File: src/design/tsi_pkg.sv
// Shared types and constants for the teleop safety interlock.
package tsi_pkg;

  localparam int unsigned OPC_W      = 3;
  localparam int unsigned IN_DATA_W  = 72;
  localparam int unsigned OUT_DATA_W = 64;
  localparam int unsigned CFG_IDX_W  = 3;
  localparam int unsigned CFG_DATA_W = 16;

  localparam logic [OPC_W-1:0] OPC_BEAM = 3'd0;
  localparam logic [OPC_W-1:0] OPC_JOY  = 3'd1;
  localparam logic [OPC_W-1:0] OPC_MAN  = 3'd2;
  localparam logic [OPC_W-1:0] OPC_NAV  = 3'd3;
  localparam logic [OPC_W-1:0] OPC_PUB  = 3'd4;
  localparam logic [OPC_W-1:0] OPC_SLOW = 3'd5;
  localparam logic [OPC_W-1:0] OPC_SVC  = 3'd6;

  typedef enum logic [CFG_IDX_W-1:0] {
    CFG_WIN_START = 3'd0,
    CFG_WIN_END   = 3'd1,
    CFG_KEEPOUT   = 3'd2,
    CFG_SENS_MIN  = 3'd3,
    CFG_SENS_MAX  = 3'd4
  } cfg_idx_e;

  typedef enum logic [2:0] {
    CMD_BEAM,
    CMD_JOY,
    CMD_MAN,
    CMD_NAV,
    CMD_PUB,
    CMD_SLOW,
    CMD_SVC,
    CMD_NOP
  } cmd_e;

  localparam logic [15:0] NEAR_FLOOR_MM = 16'd100;
  localparam logic [1:0]  HAT_UP        = 2'b01;
  localparam logic [1:0]  HAT_DOWN      = 2'b11;

  localparam int unsigned BTN_MANUAL  = 0;
  localparam int unsigned BTN_NAV     = 1;
  localparam int unsigned BTN_SAVE    = 2;
  localparam int unsigned BTN_RELEASE = 3;
  localparam int unsigned BTN_CANCEL  = 5;
  localparam int unsigned BTN_DEADMAN = 7;

  localparam logic [1:0] SAFETY_NONE = 2'd0;
  localparam logic [1:0] SAFETY_ON   = 2'd1;
  localparam logic [1:0] SAFETY_OFF  = 2'd2;
  localparam logic [1:0] GEAR_NONE   = 2'd0;
  localparam logic [1:0] GEAR_MANUAL = 2'd1;
  localparam logic [1:0] GEAR_NAV    = 2'd2;

  typedef struct packed {
    cmd_e               kind;
    logic               beam_hit;
    logic [7:0]         buttons;
    logic [1:0]         hat;
    logic signed [15:0] lin;
    logic signed [15:0] ang;
    logic               svc;
  } cmd_t;

  // first member is the msb: fields listed from the top bit down
  typedef struct packed {
    logic               manual_mode;
    logic               stopped;
    logic               cancel_request;
    logic               save_map_request;
    logic               snapshot_request;
    logic [1:0]         gear_report;
    logic [1:0]         safety_report;
    logic signed [15:0] speed_value;
    logic               speed_valid;
    logic signed [15:0] twist_angular;
    logic signed [15:0] twist_linear;
    logic               twist_valid;
  } res_t;

  localparam int unsigned RES_W = $bits(res_t);

endpackage

File: src/design/tsi_front.sv
// Front end: config registers, input unpacking and beam classification.
module tsi_front import tsi_pkg::*; #(
  parameter int unsigned MAX_BEAMS = 1024
) (
  input  logic                  clk_i,
  input  logic                  rst_ni,
  input  logic                  cfg_we_i,
  input  logic [CFG_IDX_W-1:0]  cfg_idx_i,
  input  logic [CFG_DATA_W-1:0] cfg_data_i,
  input  logic [IN_DATA_W-1:0]  in_data_i,
  input  logic [OPC_W-1:0]      in_opc_i,
  output cmd_t                  cmd_o
);

  logic [9:0]  win_start_q, win_end_q;
  logic [15:0] keepout_q, sens_min_q, sens_max_q;

  logic [9:0]  beam_index;
  logic [15:0] range_mm;
  logic        hit;

  always_ff @(posedge clk_i or negedge rst_ni) begin
    if (!rst_ni) begin
      win_start_q <= 10'd180;
      win_end_q   <= 10'd360;
      keepout_q   <= 16'd1000;
      sens_min_q  <= 16'd0;
      sens_max_q  <= 16'hFFFF;
    end else if (cfg_we_i) begin
      unique case (cfg_idx_i)
        CFG_WIN_START: win_start_q <= cfg_data_i[9:0];
        CFG_WIN_END:   win_end_q   <= cfg_data_i[9:0];
        CFG_KEEPOUT:   keepout_q   <= cfg_data_i;
        CFG_SENS_MIN:  sens_min_q  <= cfg_data_i;
        CFG_SENS_MAX:  sens_max_q  <= cfg_data_i;
        default: ;
      endcase
    end
  end

  assign beam_index = in_data_i[9:0];
  assign range_mm   = in_data_i[25:10];

  assign hit = (beam_index >= win_start_q) && (beam_index < win_end_q) &&
               (32'(beam_index) < MAX_BEAMS) &&
               (range_mm >= sens_min_q) && (range_mm <= sens_max_q) &&
               (range_mm < keepout_q) && (range_mm > NEAR_FLOOR_MM);

  always_comb begin
    cmd_o.beam_hit = hit;
    cmd_o.buttons  = in_data_i[33:26];
    cmd_o.hat      = in_data_i[35:34];
    cmd_o.lin      = in_data_i[51:36];
    cmd_o.ang      = in_data_i[67:52];
    cmd_o.svc      = in_data_i[68];
    unique case (in_opc_i)
      OPC_BEAM: cmd_o.kind = CMD_BEAM;
      OPC_JOY:  cmd_o.kind = CMD_JOY;
      OPC_MAN:  cmd_o.kind = CMD_MAN;
      OPC_NAV:  cmd_o.kind = CMD_NAV;
      OPC_PUB:  cmd_o.kind = CMD_PUB;
      OPC_SLOW: cmd_o.kind = CMD_SLOW;
      OPC_SVC:  cmd_o.kind = CMD_SVC;
      default:  cmd_o.kind = CMD_NOP;
    endcase
  end

endmodule

File: src/design/tsi_queue.sv
// Two-entry command queue between front end and back end.
module tsi_queue import tsi_pkg::*; (
  input  logic clk_i,
  input  logic rst_ni,
  input  logic push_i,
  input  cmd_t push_cmd_i,
  output logic full_o,
  input  logic pop_i,
  output logic head_valid_o,
  output cmd_t head_cmd_o
);

  cmd_t       mem_q [2];
  logic       wr_ptr_q, rd_ptr_q;
  logic [1:0] cnt_q;

  always_ff @(posedge clk_i) begin
    if (push_i) begin
      mem_q[wr_ptr_q] <= push_cmd_i;
    end
  end

  always_ff @(posedge clk_i or negedge rst_ni) begin
    if (!rst_ni) begin
      wr_ptr_q <= 1'b0;
      rd_ptr_q <= 1'b0;
      cnt_q    <= 2'd0;
    end else begin
      if (push_i) wr_ptr_q <= ~wr_ptr_q;
      if (pop_i)  rd_ptr_q <= ~rd_ptr_q;
      cnt_q <= cnt_q + 2'(push_i) - 2'(pop_i);
    end
  end

  assign full_o       = cnt_q[1];
  assign head_valid_o = (cnt_q != 2'd0);
  assign head_cmd_o   = mem_q[rd_ptr_q];

endmodule

File: src/design/tsi_back.sv
// Back end: interlock state, velocity mux and registered result word.
module tsi_back import tsi_pkg::*; (
  input  logic clk_i,
  input  logic rst_ni,
  input  logic head_valid_i,
  input  cmd_t head_cmd_i,
  output logic pop_o,
  output logic out_valid_o,
  input  logic out_ready_i,
  output res_t out_res_o
);

  logic stop_q, stop_d, safe_off_q, safe_off_d, manual_q, manual_d;
  logic deadman_q, deadman_d, save_busy_q, save_busy_d, cancel_q, cancel_d;
  logic signed [15:0] lin_q, lin_d, ang_q, ang_d;
  logic out_valid_q;
  res_t res_q, res_d;
  logic fire;
  logic [7:0] btn;

  assign fire  = head_valid_i && (!out_valid_q || out_ready_i);
  assign pop_o = fire;
  assign btn   = head_cmd_i.buttons;

  always_comb begin
    stop_d      = stop_q;
    safe_off_d  = safe_off_q;
    manual_d    = manual_q;
    deadman_d   = deadman_q;
    save_busy_d = save_busy_q;
    cancel_d    = cancel_q;
    lin_d       = lin_q;
    ang_d       = ang_q;
    res_d       = '0;
    unique case (head_cmd_i.kind)
      CMD_BEAM: begin
        if (head_cmd_i.beam_hit && !stop_q && !safe_off_q) begin
          stop_d = 1'b1;
          lin_d  = '0;
          ang_d  = '0;
          res_d.speed_valid      = 1'b1;
          res_d.snapshot_request = 1'b1;
        end
      end
      CMD_JOY: begin
        deadman_d = btn[BTN_DEADMAN];
        if (btn[BTN_RELEASE] && stop_q) begin
          stop_d = 1'b0;
        end else if (head_cmd_i.hat == HAT_UP && safe_off_q) begin
          safe_off_d = 1'b0;
          res_d.safety_report = SAFETY_ON;
        end else if (head_cmd_i.hat == HAT_DOWN && !safe_off_q) begin
          safe_off_d = 1'b1;
          res_d.safety_report = SAFETY_OFF;
        end else if (btn[BTN_MANUAL] && !manual_q) begin
          manual_d = 1'b1;
          res_d.gear_report = GEAR_MANUAL;
        end else if (btn[BTN_NAV] && manual_q) begin
          manual_d = 1'b0;
          res_d.gear_report = GEAR_NAV;
        end else if (btn[BTN_SAVE] && !save_busy_q) begin
          save_busy_d = 1'b1;
          res_d.save_map_request = 1'b1;
        end else if (btn[BTN_CANCEL] && !cancel_q) begin
          cancel_d = 1'b1;
        end
      end
      CMD_MAN: begin
        if (!stop_q && manual_q) begin
          lin_d = head_cmd_i.lin;
          ang_d = head_cmd_i.ang;
          res_d.speed_valid = 1'b1;
          res_d.speed_value = head_cmd_i.lin;
        end
      end
      CMD_NAV: begin
        if (!stop_q && !manual_q) begin
          if (deadman_q) begin
            lin_d = head_cmd_i.lin;
            ang_d = head_cmd_i.ang;
            res_d.speed_valid = 1'b1;
            res_d.speed_value = head_cmd_i.lin;
          end else begin
            lin_d = '0;
            ang_d = '0;
          end
        end
      end
      CMD_PUB: begin
        if (stop_q) begin
          lin_d = '0;
          ang_d = '0;
          res_d.speed_valid = 1'b1;
        end
        res_d.twist_valid = 1'b1;
      end
      CMD_SLOW: res_d.cancel_request = cancel_q;
      CMD_SVC: begin
        if (!head_cmd_i.svc) save_busy_d = 1'b0;
        else                 cancel_d    = 1'b0;
      end
      default: ;
    endcase
    res_d.twist_linear  = lin_d;
    res_d.twist_angular = ang_d;
    res_d.stopped       = stop_d;
    res_d.manual_mode   = manual_d;
  end

  always_ff @(posedge clk_i or negedge rst_ni) begin
    if (!rst_ni) begin
      stop_q      <= 1'b0;
      safe_off_q  <= 1'b0;
      manual_q    <= 1'b1;
      deadman_q   <= 1'b0;
      save_busy_q <= 1'b0;
      cancel_q    <= 1'b0;
      lin_q       <= '0;
      ang_q       <= '0;
      out_valid_q <= 1'b0;
    end else begin
      if (fire) begin
        stop_q      <= stop_d;
        safe_off_q  <= safe_off_d;
        manual_q    <= manual_d;
        deadman_q   <= deadman_d;
        save_busy_q <= save_busy_d;
        cancel_q    <= cancel_d;
        lin_q       <= lin_d;
        ang_q       <= ang_d;
        out_valid_q <= 1'b1;
      end else if (out_ready_i) begin
        out_valid_q <= 1'b0;
      end
    end
  end

  always_ff @(posedge clk_i) begin
    if (fire) begin
      res_q <= res_d;
    end
  end

  assign out_valid_o = out_valid_q;
  assign out_res_o   = res_q;

endmodule

File: src/design/teleop_safety_interlock.sv
// Top level of the teleop safety interlock and velocity multiplexer.
//
// Input stream: one event word per transfer. tuser carries the opcode
// (beam, joystick, manual vel, nav vel, publish tick, slow tick, service
// done); tdata carries the event payload. Every event yields exactly one
// result word on the output stream with held twist, speed report, mode
// and safety reports, service requests and the stop latch.
// Config port: cfg_we_i writes register cfg_idx_i (window start, window
// end, keepout, sensor min, sensor max) at the clock edge; the user must
// write only while idle, as the block does not enforce it. Throughput:
// one event per cycle while m_axis_tready is high; the front end classifies
// the beam against the window and limits, a two-entry queue feeds the back
// end, which updates the interlock state and loads the result register
// that m_axis reads. Receiver stall: the result register holds, the back
// end waits, the queue fills and s_axis_tready drops once it holds two
// events. Reset: config registers return to their defaults, stop latch
// clear, safety on, manual mode, held velocity zero, queue and output empty.
module teleop_safety_interlock import tsi_pkg::*; #(
  parameter int unsigned MAX_BEAMS = 1024
) (
  input  logic                  clk_i,
  input  logic                  rst_ni,
  input  logic                  cfg_we_i,
  input  logic [CFG_IDX_W-1:0]  cfg_idx_i,
  input  logic [CFG_DATA_W-1:0] cfg_data_i,
  input  logic                  s_axis_tvalid,
  output logic                  s_axis_tready,
  // beam_index, range_mm, buttons, hat_axis, lin_vel, ang_vel, which_service, pad
  input  logic [IN_DATA_W-1:0]  s_axis_tdata,
  // opcode
  input  logic [OPC_W-1:0]      s_axis_tuser,
  output logic                  m_axis_tvalid,
  input  logic                  m_axis_tready,
  // twist_valid, twist_linear, twist_angular, speed_valid, speed_value,
  // safety_report, gear_report, snapshot_request, save_map_request,
  // cancel_request, stopped, manual_mode, pad
  output logic [OUT_DATA_W-1:0] m_axis_tdata
);

  cmd_t front_cmd, head_cmd;
  logic q_full, q_head_valid, q_pop;
  res_t res;

  tsi_front #(.MAX_BEAMS(MAX_BEAMS)) u_front (
    .clk_i      (clk_i),
    .rst_ni     (rst_ni),
    .cfg_we_i   (cfg_we_i),
    .cfg_idx_i  (cfg_idx_i),
    .cfg_data_i (cfg_data_i),
    .in_data_i  (s_axis_tdata),
    .in_opc_i   (s_axis_tuser),
    .cmd_o      (front_cmd)
  );

  tsi_queue u_queue (
    .clk_i        (clk_i),
    .rst_ni       (rst_ni),
    .push_i       (s_axis_tvalid && !q_full),
    .push_cmd_i   (front_cmd),
    .full_o       (q_full),
    .pop_i        (q_pop),
    .head_valid_o (q_head_valid),
    .head_cmd_o   (head_cmd)
  );

  tsi_back u_back (
    .clk_i        (clk_i),
    .rst_ni       (rst_ni),
    .head_valid_i (q_head_valid),
    .head_cmd_i   (head_cmd),
    .pop_o        (q_pop),
    .out_valid_o  (m_axis_tvalid),
    .out_ready_i  (m_axis_tready),
    .out_res_o    (res)
  );

  assign s_axis_tready = !q_full;
  assign m_axis_tdata  = {(OUT_DATA_W - RES_W)'(0), res};

endmodule

File: config.mk
export PLATFORM = sky130hd
export DESIGN_NAME = teleop_safety_interlock
export DESIGN_NICKNAME = d
export VERILOG_FILES = /design/src/design/tsi_pkg.sv /design/src/design/tsi_front.sv /design/src/design/tsi_queue.sv /design/src/design/tsi_back.sv /design/src/design/teleop_safety_interlock.sv
export SDC_FILE = /design/constraint.sdc
export NUM_CORES = 1
export LEC_CHECK = 0
export BUFFER_PORTS_ARGS = -buffer_cell sky130_fd_sc_hd__buf_2
export CORE_ASPECT_RATIO = 0.5
export CORE_MARGIN = 5
export CORE_UTILIZATION = 57
export CTS_CLUSTER_SIZE = 30
export DETAILED_ROUTE_END_ITERATION = 7
export PLACE_DENSITY = 0.76
export RECOVER_POWER = 25
export SETUP_SLACK_MARGIN = 0.05
export SLEW_MARGIN = 20
export SYNTH_ARGS = -nofsm -noshare
export SYNTH_HDL_FRONTEND = slang
export SYNTH_SLANG_ARGS = --single-unit
File: constraint.sdc
create_clock -name clk_i -period 4.65 [get_ports clk_i]
set_clock_uncertainty 0.05 [all_clocks]
set_input_delay 0.465 -clock clk_i [delete_from_list [all_inputs] [get_ports clk_i]]
set_output_delay 0.465 -clock clk_i [all_outputs]
set_load 0.02 [all_outputs]
; Word level (Yosys, flattened, before mapping)
; Memories as Yosys holds them, arrays and structs flattened.
; Cells that the tools add are included.
; W data, S select, Z words.
[word_totals]
ff_bits = 170
ram_bits = 94
word_cells = 177
memories = 1
[op_classes]
add_sub_neg = 2
order_cmp = 6
eq_ne = 28
muxes = 58
bitwise = 4
n_reduce_logical = 47
[mem_list]
columns = name, depth, word_bits, rd, rd_ports_with_merged_regs, wr, line_no
row1 = u_queue.mem_q, 2, 47, 1, 0, 1, tsi_queue.sv:13  ; cmd_t mem_q [2];
[op_table]
columns = operator, n
row1 = $mux W16, 10
row2 = $pmux W16 S4, 2
row3 = $mux W17, 3
row4 = $mux W1, 35
row5 = $pmux W16 S2, 1
row6 = $eq A3 B3 Y1 const B, 7
row7 = $pmux W3 S7, 1
row8 = $eq A3 B2 Y1 const B, 6
row9 = $logic_and A1 B1 Y1, 18
row10 = $ge A16 B16 Y1, 1
row11 = $gt A16 B7 Y1 const B, 1
row12 = $le A16 B16 Y1, 1
row13 = $lt A16 B16 Y1, 1
row14 = $ne A2 B2 Y1 const B, 7
row15 = $reduce_and A2 Y1, 6
row16 = $ge A10 B10 Y1, 1
row17 = $lt A10 B10 Y1, 1
row18 = $reduce_and A10 Y1, 1
row19 = $eq A3 B1 Y1 const B, 3
row20 = $logic_not A3 Y1, 3
row21 = $reduce_and A9 Y1, 1
row22 = $reduce_bool A2 Y1, 4
row23 = $logic_not A1 Y1, 7
row24 = $ne A2 B1 Y1 const B, 3
row25 = other kinds (15), 21

; Depth between registers and ports, before layout
; Gate-level depths: netlist (run 1).
[depth]
depth_word = 10
mapped_depth = 9
ltp_nobuf = 8

; Modules after synthesis
; Synthesis (run 1) repeated with hierarchy kept, for this count alone.
[unflattened]
hier_cells = 897
hier_area_um2 = 12203.0
[modules_own_cells]
columns = mod, instances, cells_per_inst, area_per_inst_um2, seq_area_each_um2
row1 = tsi_front, 1, 482, 4531.8, 1739.2
row2 = tsi_back, 1, 247, 3956.3, 2748.9
row3 = tsi_queue, 1, 160, 3663.5, 2922.8
row4 = teleop_safety_interlock, 1, 8, 51.3, 0.0

; Least setup slack after synthesis (run 1)
; Ideal clock, no wire load.
[synth_path]
kind = in2reg
start = in m_axis_tready
end = reg u_queue.cnt_q[1]
setup_time_ps = 80
arrival_ps = 3703
slack_ps = 817
cell_stages = 9
path_buffers = 1
path_cell_list = nand2b_1 > o21ai_1 > clkinv_1 > clkbuf_1 > ha_1 > inv_1 > ha_1 > xnor2_1 > xnor2_1
[synth_via]
elab_chain_len = 3
[synth_lines]
columns = item, line_no
row1 = "start, declared", teleop_safety_interlock.sv:33  ; input logic m_axis_tready,
row2 = $logic_or A1 B1 Y1, tsi_back.sv:21  ; assign fire = head_valid_i && (!out_valid_q || out_ready_i);
row3 = $logic_and A1 B1 Y1, tsi_back.sv:21
row4 = net q_pop, teleop_safety_interlock.sv:41  ; logic q_full, q_head_valid, q_pop;
row5 = $sub A2 B1 Y2, tsi_queue.sv:31  ; cnt_q <= cnt_q + 2'(push_i) - 2'(pop_i);
row6 = "end signal, assigned", tsi_queue.sv:31
row7 = "end, declared", tsi_queue.sv:15  ; logic [1:0] cnt_q;
; The timed path passes the listed nets, and every way through them passes these cells.
; A chain may end at the register's enable or synchronous reset.

; Worst setup path after layout (run 1)
[layout_path]
start = reg u_queue.rd_ptr_q
end = reg u_back.lin_q[13]
[layout_via]
elab_chain_len = 5
[layout_lines]
columns = item, line_no
row1 = "start, declared", tsi_queue.sv:14  ; logic wr_ptr_q, rd_ptr_q;
row2 = "start signal, assigned", tsi_queue.sv:30  ; if (pop_i) rd_ptr_q <= ~rd_ptr_q;
row3 = $mem_v2 Z2 W47 (*), -
row4 = $logic_and A1 B1 Y1 (2 in series), tsi_back.sv:37  ; if (head_cmd_i.beam_hit && !stop_q && !safe_off_q) begin
row5 = $mux W16, tsi_back.sv:37
row6 = $pmux W16 S4 (*), tsi_back.sv:35  ; unique case (head_cmd_i.kind)
row7 = "end signal, assigned", tsi_back.sv:129  ; lin_q <= lin_d;
row8 = "end, declared", tsi_back.sv:15  ; logic signed [15:0] lin_q, lin_d, ang_q, ang_d;
; Mark *: on every way between the ends. The rest lies on a longest branch, timed or not.

==> results of run 1 <==
==> report_power, final <==
group | total (mW) | internal (mW) | leakage, nW | switching, mW
Combinational | 2.37 | 0.915 | 2.75 | 1.46
Clock | 1.85 | 1.03 | 0.359 | 0.819
Sequential | 3.62 | 3.29 | 2.75 | 0.328
Total | 7.84 | 5.23 | 5.86 | 2.60
==> placed cells by master (no fill, tap or decap), types with 28 or more instances in the layout <==
master	Yosys	routed
dfrtp_1	80	79
buf_2	5	122
inv_1	72	72
o21ai_0	57	57
dfstp_2	31	31
edfxtp_1	149	149
mux2i_1	41	41
clkbuf_1	21	39
a21o_1	38	38
nand2_1	73	73
a21oi_1	28	28
a22o_1	31	31
ha_1	68	68
nor2_1	44	42
==> area by class of cell <==
class                      instances  share of cell area, %
sequential                       260                   54.7
tap                              266                   2.50
clock inverter                     8                  0.592
timing repair buffer             162                   6.09
antenna                            1                 0.0188
clock buffer                      34                   4.86
multi-input combinational        521                   29.2
inverter                          73                   2.07
==> metrics by stage <==
step	instances	setup slack, ns	instance area, µm²
after floorplan	893	0.817	11600
after CTS	1324	1.49	13400
after global routing	1325	1.26	13300
after global placement	1282	1.54	12600
after detailed placement	1282	1.49	12600
final	1325	1.52	13300
==> registers in the layout, summed over array words and instances, names as in the netlist, 2 cells and up <==
signal               cells
u_back.ang_q            16
u_front.win_start_q     10
u_back.out_res_o        59
u_back.lin_q            16
u_queue.mem_q           90
u_queue.cnt_q            2
u_front.keepout_q       16
u_front.win_end_q       10
u_front.sens_min_q      16
u_front.sens_max_q      16
==> per-layer routing <==
| metal | up-vias | track usage [%] | wire length (µm) |
|---|---|---|---|
| li1 | 3520 | - | - |
| met1 | 3596 | 27.0 | 10300 |
| met2 | 178 | 35.8 | 12000 |
| met3 | 40 | 3.68 | 1220 |
| met4 | 4 | 3.47 | 401 |
| met5 | - | 0 | 22 |
==> worst paths after layout <==
check / startpoint / end / slack, ns
max: u_queue.rd_ptr_q / u_back.lin_q[13] / 1.52
min: rst_ni / u_front.sens_min_q[13] / -0.07
max reg2reg: u_queue.rd_ptr_q / u_back.lin_q[13] / 1.52
min reg2reg: u_back.lin_q[13] / u_back.lin_q[13] / 0.45
max in group asynchronous: rst_ni / u_back.manual_q / 3.62
min in group clk_i: s_axis_tdata[62] / u_queue.mem_q[0][11] / 0.08
==> logic make-up after synthesis <==
family	after synthesis
other	1
xor gates and xnor gates	7
adders and majority gates	68
buffers and inverters	112
AOI/OAI and AO/OA	190
DFF	260
and+or+nand+nor	186
muxes	65
==> results.cfg, run 1 <==
[routing]
drc_errors = 0
viasPerCell = 5.54
postRouteAntennaNets = 0
detailroute.via_count = 7338
drt_wl_total_um = 23900
dr.first_iter.drc_count = 415
drtPass1Iterations = 7
post_drt_wl_per_cell_um = 18.1

[clock_network]
ctsRootBufferMaster = clkbuf_16
cts_setup_buffers = 0
cts.clk_slew.worst_paths_ns = 0.06
tritoncts = done
holdBufCountCts = 0
cts_buffers = 23
insertion_delay_ns = 0.52
cts.sinks = 260
cts_resized = 0
clock_path_buffers = 3
h-tree-depth = 1

[setup_path]
r2r_cells = 7
crit_arrival_ns = 3.49
crit_chain = or3b_2 > a2111oi_4 > a21oi_1 > a2bb2oi_4 > buf_4 > nand2b_4 > o22a_1
critPathMaxStageDelay_ns = 0.80
startpoint_type = flip-flop
worstPathRequired_ns = 5.01
end_kind = flip-flop
slowest_stage = dfrtp_2
worstSetupPathDepth = 7
crit_family = compound AO/OA/AOI/OAI gates
crit_buf_inv = 1
critPathKind = flip-flop to flip-flop
crit_fanout = 32

[timing]
setup_tns_ns = 0
slew_viol_final = 0
hold_slack_ns = -0.0723
max_freq_mhz = 319
relSlewSlack_pct = 29.6
min_period_ns = 3.13
worst_pin_slew_ns = 1.06
rsz0062_at_grt = false
min_period_over_period_pct = 67.4
finalHoldViolCount = 24
setup_violations = 0

[hold_path]
hp-class = input port to asynchronous set/reset pin

[logic_synthesis]
synth-seq-area-share_pct = 62.7
synth_seq_cells = 260
synth_edf_count = 149
synthTopCellsByArea = edfxtp_1 38%, dfrtp_1 17%, ha_1 7.3%, dfstp_2 7.0%, mux2i_1 3.5%
yosys.area_share.simple_pct = 7.98
syn_inst = 889
synth_area_mm2 = 0.0116
synthTopCellsByCount = 149 x edfxtp_1, 80 x dfrtp_1, 73 x nand2_1
synth_compound_area_share_pct = 11.2
syn-mean-instance-area_um2 = 13.1
synthArstFlopShare_pct = 42.7
synthDistinctLibCells = 63
synth.area.mux_share_pct = 5.95
synth_xor_area_share_pct = 0.528
yosysWarningCount = 0
ys.flop_type = edfxtp_1
yosysTopAreaCell = edfxtp_1
synth_top_area_share_pct = 38.5
synth_top_family_by_area = compound AO/OA/AOI/OAI gates
synth_most_common_cell = edfxtp_1
synthAdderAreaFrac_pct = 7.32

[final_layout]
n_fill_cell = 1446
drive_gt1_share_pct = 23.2
area.growth.synth_to_final_pct = 14.6
multiInputGateArea_mm2 = 0.00388
nNetsFinal = 1208
seqCellArea_mm2 = 0.00729
final_core_util_pct = 67.5

[global_routing]
grt_max_degree = 95
grt_overflow = 0
track_usage_pct = 20.4
grt_pass1_vias = 7612
antenna_found_initial = 3
grt_pass1_wl_um = 39200

[die]
die_x_um = 212
die_y_um = 111
ios = 165
num_rows = 36
core_area_mm2 = 0.0197
start_util_pct = 58.9
dieArea_mm2 = 0.0235

[status]
status = finished, violations left
violations = negative hold slack

[power]
p_leak_nw = 5.86
power.total_mw = 7.84
power_density_mw_per_mm2 = 588
peakVddDrop_mv = 0.290

[placement]
hpwl_um = 16200
io_buffers = 154
gp_congestion = 0.895

[job]
drv_cap = 0
No activity file was read; power rests on OpenSTA's default activity.
==> inputs of run 2 (changes only) <==
--- a/config.mk
+++ b/config.mk
@@ -8,10 +8,10 @@
 export BUFFER_PORTS_ARGS = -buffer_cell sky130_fd_sc_hd__buf_2
 export CORE_ASPECT_RATIO = 0.5
 export CORE_MARGIN = 5
-export CORE_UTILIZATION = 57
+export CORE_UTILIZATION = 52
 export CTS_CLUSTER_SIZE = 30
 export DETAILED_ROUTE_END_ITERATION = 7
-export PLACE_DENSITY = 0.76
+export PLACE_DENSITY = 0.73
 export RECOVER_POWER = 25
 export SETUP_SLACK_MARGIN = 0.05
 export SLEW_MARGIN = 20
==> constraint.sdc (replaced) <==
create_clock -name clk_i -period 2.85 [get_ports clk_i]
set_clock_uncertainty 0.05 [all_clocks]
set_input_delay 0.285 -clock clk_i [delete_from_list [all_inputs] [get_ports clk_i]]
set_output_delay 0.285 -clock clk_i [all_outputs]
set_load 0.02 [all_outputs]
==> run 2 against run 1 <==
The run ends with max-capacitance violations, max-slew violations left. Die area up 8.9%. Wire length up 4.9%. Sequential share of layout area down 3.0 points. Worst hold slack better by 0.078 ns. Global-route usage down 0.67 points. Largest cell class unchanged. Clock power up 64%. Register-to-register slack worse by 1.3 ns. Highest routed layer is now met4. Utilization down 2.9 points.
==> results.cfg, run 2 (synthesis gave the netlist of run 1 again) <==
[global_routing]
antenna_found_initial = 0
grt_overflow = 0
grt_max_degree = 49
grt_pass1_vias = 7926
track_usage_pct = 19.7
grt_pass1_wl_um = 40700

[timing]
min_period_over_period_pct = 92.9
max_freq_mhz = 378
rsz0062_at_grt = false
worst_pin_slew_ns = 1.55
setup_tns_ns = 0
finalHoldViolCount = 0
setup_violations = 0
min_period_ns = 2.65
relSlewSlack_pct = -3.52
slew_viol_final = 29

[final_layout]
nNetsFinal = 1283
largest_register_ffs = 90
area.growth.synth_to_final_pct = 21.3
drive_gt1_share_pct = 22.7
final_common_cell = edfxtp_1
instances_no_fill = 1434
regMostFlops = u_queue.mem_q
final_core_util_pct = 64.6
diodes = 0
final_cell_mix = 149 x edfxtp_1, 121 x buf_2, 79 x dfrtp_1, 73 x nand2_1, 72 x inv_1

[routing]
post_drt_wl_per_cell_um = 17.5
drc_errors = 0
viasPerCell = 5.26
drtPass1Iterations = 5
dr.first_iter.drc_count = 422
postRouteAntennaNets = 0
detailroute.via_count = 7536
drt_wl_total_um = 25100

[clock_network]
clock_path_buffers = 3
insertion_delay_ns = 0.53
cts.sinks = 260
ctsRootBufferMaster = clkbuf_16
cts_buffers = 24
cts_setup_buffers = 0
h-tree-depth = 1
cts.clk_slew.worst_paths_ns = 0.06
tritoncts = done

[setup_path]
crit_fanout = 32
crit_family = compound AO/OA/AOI/OAI gates
critPathKind = flip-flop to flip-flop
critPathMaxStageDelay_ns = 0.54
crit_chain = or3b_2 > a2111oi_4 > a21oi_1 > a2bb2oi_4 > nand2b_4 > o22a_1
end_kind = flip-flop
crit_arrival_ns = 3.01
startpoint_type = flip-flop
r2r_slack_ns = 0.20
crit_buf_inv = 0
slowest_stage = dfrtp_2
worstPathRequired_ns = 3.21

[die]
dieArea_mm2 = 0.0256
die_x_um = 221
ios = 165
core_area_mm2 = 0.0218
start_util_pct = 53.3
die_y_um = 116
num_rows = 38

[status]
violations = max-capacitance violations, max-slew violations
status = finished, violations left

[placement]
io_buffers = 154
hpwl_um = 17400
gp_congestion = 0.830
placed_cells = 1329

[power]
power_density_mw_per_mm2 = 920
peakVddDrop_mv = 0.480
p_leak_nw = 6.17

[job]
drv_cap = 1

[hold_path]
hp-class = input port to flip-flop
-- run 2: repair_timing --
action,in CTS,in global routing
hold buffers,61,0
resized for setup,1,4
pin swaps,0,3
endpoints found under the setup margin,2,2
hold endpoints to repair,160,0
-- run 2: final cells by class --
cell class	instances	area, µm²
flip-flops and latches	260	7290
clock inverters	8	51.3
inverters	73	275
clock buffers	36	686
fillers	1657	7720
repair buffers	236	1520
well taps	300	375
multi-input cells	521	3900
-- run 2: per-stage QoR --
stage	cell area [µm²]	setup slack (ns)	total power [mW]	hold slack [ns]
6_report	14100	0.202	13.0	0.00586
5_1_grt	14100	0.0555	13.7	0.0280
3_3_place_gp	12800	0.115	9.77	0.174
2_1_floorplan	11600	0.219	8.64	-0.0606
3_5_place_dp	12800	0.0467	9.95	0.180
4_1_cts	14100	0.0828	13.1	0.0000182
-- run 2: worst min-delay path, stage by stage --
cell     delay [ns]
buf_2          0.13
nand2_1        0.05
o21ai_0        0.07
-- run 2: power breakdown --
part | internal [mW] | switching, mW | leakage, nW
Clock | 1.67 | 1.37 | 0.366
Sequential | 5.37 | 0.481 | 2.75
Combinational | 1.61 | 2.47 | 3.06
-- run 2: worst paths after layout --
| path | start | endpoint | depth (start not counted) |
|---|---|---|---|
| min reg2reg | u_back.out_valid_o | u_back.out_valid_o | 2 |
| max in group asynchronous | rst_ni | u_front.win_start_q[8] | 3 |
| max | u_queue.rd_ptr_q | u_back.lin_q[15] | 6 |
| min | cfg_data_i[0] | u_front.keepout_q[0] | 3 |
| min in group asynchronous | rst_ni | u_front.sens_min_q[12] | 2 |
| max reg2reg | u_queue.rd_ptr_q | u_back.lin_q[15] | 6 |
-- run 2: per-layer routing --
layer | vias up | share of wire (%) | global-route usage [%]
met4 | 0 | 1.8 | 4.39
met1 | 3683 | 42 | 24.4
met5 | - | 0 | 0
met2 | 169 | 51 | 36.8
li1 | 3652 | - | -
met3 | 32 | 4.6 | 3.70
==> inputs of run 3 (changes only) <==
--- a/config.mk
+++ b/config.mk
@@ -13,8 +13,10 @@
 export DETAILED_ROUTE_END_ITERATION = 7
 export PLACE_DENSITY = 0.73
 export RECOVER_POWER = 25
+export REMOVE_ABC_BUFFERS = 1
 export SETUP_SLACK_MARGIN = 0.05
 export SLEW_MARGIN = 20
 export SYNTH_ARGS = -nofsm -noshare
 export SYNTH_HDL_FRONTEND = slang
+export SYNTH_HIERARCHICAL = 1
 export SYNTH_SLANG_ARGS = --single-unit
==> run 3 against run 2 <==
The flow now finishes without violations. Global-route usage is 1.6 points lower. Total power is 0.73% lower. Via count is 1.9% lower. Clock power is 6% higher. Synthesized cell count stayed put. Setup slack better by 0.0094 ns. Worst hold slack better by 0.080 ns. Register-to-register slack hardly changed. Critical endpoint is now u_back/out_res_o[4]. Largest cell class unchanged. Largest power group unchanged. Highest routed layer is now met5.
==> results.cfg, run 3 <==
[final_layout]
nNetsFinal = 1234
n_fill_cell = 1751
instances_no_fill = 1392
drive_gt1_share_pct = 29.7
final_cell_mix = 149 x edfxtp_1, 120 x buf_2, 79 x dfrtp_1, 72 x inv_1, 68 x ha_1
finish.instance_area_mm2 = 0.0142
largest_register_ffs = 90
area.growth.synth_to_final_pct = 17.7
diodes = 0
regMostFlops = u_queue/mem_q
final_common_cell = edfxtp_1

[routing]
detailroute.via_count = 7395
dr.first_iter.drc_count = 371
drc_errors = 0
drt_wl_total_um = 24200
post_drt_wl_per_cell_um = 17.4
drtPass1Iterations = 5
postRouteAntennaNets = 0
viasPerCell = 5.31

[placement]
dpl_cell_area_mm2 = 0.0128
placed_cells = 1287
dp_slack_ns = 0.246
gp_congestion = 0.843
hpwl_um = 16300
io_buffers = 154

[die]
dieArea_mm2 = 0.0265
num_rows = 39
die_y_um = 118
core_area_mm2 = 0.0228
die_x_um = 225
start_util_pct = 52.9
ios = 165

[clock_network]
ctsRootBufferMaster = clkbuf_16
cts.sinks = 260
h-tree-depth = 1
clock_path_buffers = 3
cts.clk_slew.worst_paths_ns = 0.07
cts_buffers = 24
insertion_delay_ns = 0.52
cts_resized = 0
tritoncts = done

[timing]
max_freq_mhz = 379
relSlewSlack_pct = 21.5
slew_viol_final = 0
setup_tns_ns = 0
finalWorstSetupSlack_ns = 0.211
finalHoldViolCount = 0
rsz0062_at_grt = false
setup_violations = 0
min_period_over_period_pct = 92.6
min_period_ns = 2.64
worst_pin_slew_ns = 1.18

[power]
switching_share_pct = 31.8
pwr-share-clk_pct = 25.0
power_density_mw_per_mm2 = 909
power.switching_mw = 4.09
p_comb_share_pct = 30.9
p_seq_share_pct = 44.1
peakVddDrop_mv = 0.505
internal_power_mw = 8.79
p_leak_nw = 6.06

[hold_path]
holdPathStages = 3
hp-class = input port to flip-flop
min_from = m_axis_tready
holdPathEnd = u_back/out_valid_o

[setup_path]
r2r_slack_ns = 0.21
crit_arrival_ns = 2.87
end_kind = flip-flop
critPathKind = flip-flop to flip-flop
reg2reg_to = u_back/out_res_o[4]
startpoint_type = flip-flop
worstPathRequired_ns = 3.08
r2r-start = u_queue/rd_ptr_q
startpoint = u_queue/rd_ptr_q
crit_fanout = 17
r2r_cells = 6

[logic_synthesis]
synth_area_mm2 = 0.0120
syn_inst = 889
yosysWarningCount = 6
syn-mean-instance-area_um2 = 13.5

[global_routing]
grt_pass1_wl_um = 39200
grt_max_degree = 50
track_usage_pct = 18.1
grt_pass1_vias = 7684
grt_overflow = 0
antenna_found_initial = 1

[job]
drv_cap = 0

[status]
status = finished, final reports clean
## run 3: changes by cell type in the layout (fill, tap and decap cells not counted), moves of 10 or more
cell     change
nor2_1      -32
a21o_1      -29
and2_1      +13
nand2_1     -11
a22o_2      +16
nor2_4      -10
mux2i_1     -40
a32o_1      +16
a22o_1      -15
a21o_2      +13
mux2_4      +20
mux2_2      +24
## run 3: worst max-delay path: stages, from the launching register on
cell,delay (ns)
dfrtp_2,0.43
mux2_2,0.40
or3b_1,0.45
o2bb2ai_1,0.36
nor2_2,0.27
buf_12,0.23
a21o_2,0.21
## run 3: how the worst max path moves through the flow
stage / end / slack (ns) / depth (start not counted)
after floorplan: u_back/ang_q[0] / -1.07 / 4
after global placement: u_back/out_res_o[8] / 0.30 / 6
after detailed placement: u_back/out_res_o[25] / 0.25 / 6
after CTS: u_back/out_res_o[4] / 0.21 / 6
after global routing: u_back/out_res_o[27] / 0.11 / 6
final: u_back/out_res_o[4] / 0.21 / 6
## run 3: power groups by stage
stage / registers, mW / logic, mW / clock network [mW]
detailed placement: 5.75 / 3.93 / 0
CTS: 5.69 / 4.02 / 3.30
global route: 5.78 / 4.32 / 3.47
floorplan: 6.28 / 2.10 / 0
global placement: 5.71 / 3.82 / 0
finish: 5.68 / 3.98 / 3.23
## run 3: cell type report
class	count	area [µm²]	area share, %
clock buffers	32	672	4.74
clock inverters	12	124	0.874
multi-input cells	478	3910	27.6
repair buffers	231	1520	10.7
flip-flops and latches	260	7290	51.4
well taps	307	384	2.71
inverters	72	270	1.91
## run 3: what timing repair did
| item | CTS | global route |
|---|---|---|
| hold endpoints to repair | 160 | 0 |
| hold buffers | 61 | 0 |
| setup buffers | 0 | 0 |
## run 3: per-layer routing
layer	global-route usage (%)	part of all wire (%)	vias to the layer above
met5	0	0.029	-
met4	3.74	1.9	2
met3	3.41	4.0	41
met2	32.5	52	145
met1	23.1	43	3681
li1	-	-	3526
## run 3: through the flow
step / power [mW] / hold slack (ns) / utilization, %
final: 12.9 / 0.0854 / 62.2
after global routing: 13.6 / 0.0736 / 62.2
after CTS: 13.0 / 0.0402 / 62.5
after detailed placement: 9.69 / 0.289 / 56.3
after global placement: 9.53 / 0.280 / 56.3
after floorplan: 8.37 / -0.0606 / -
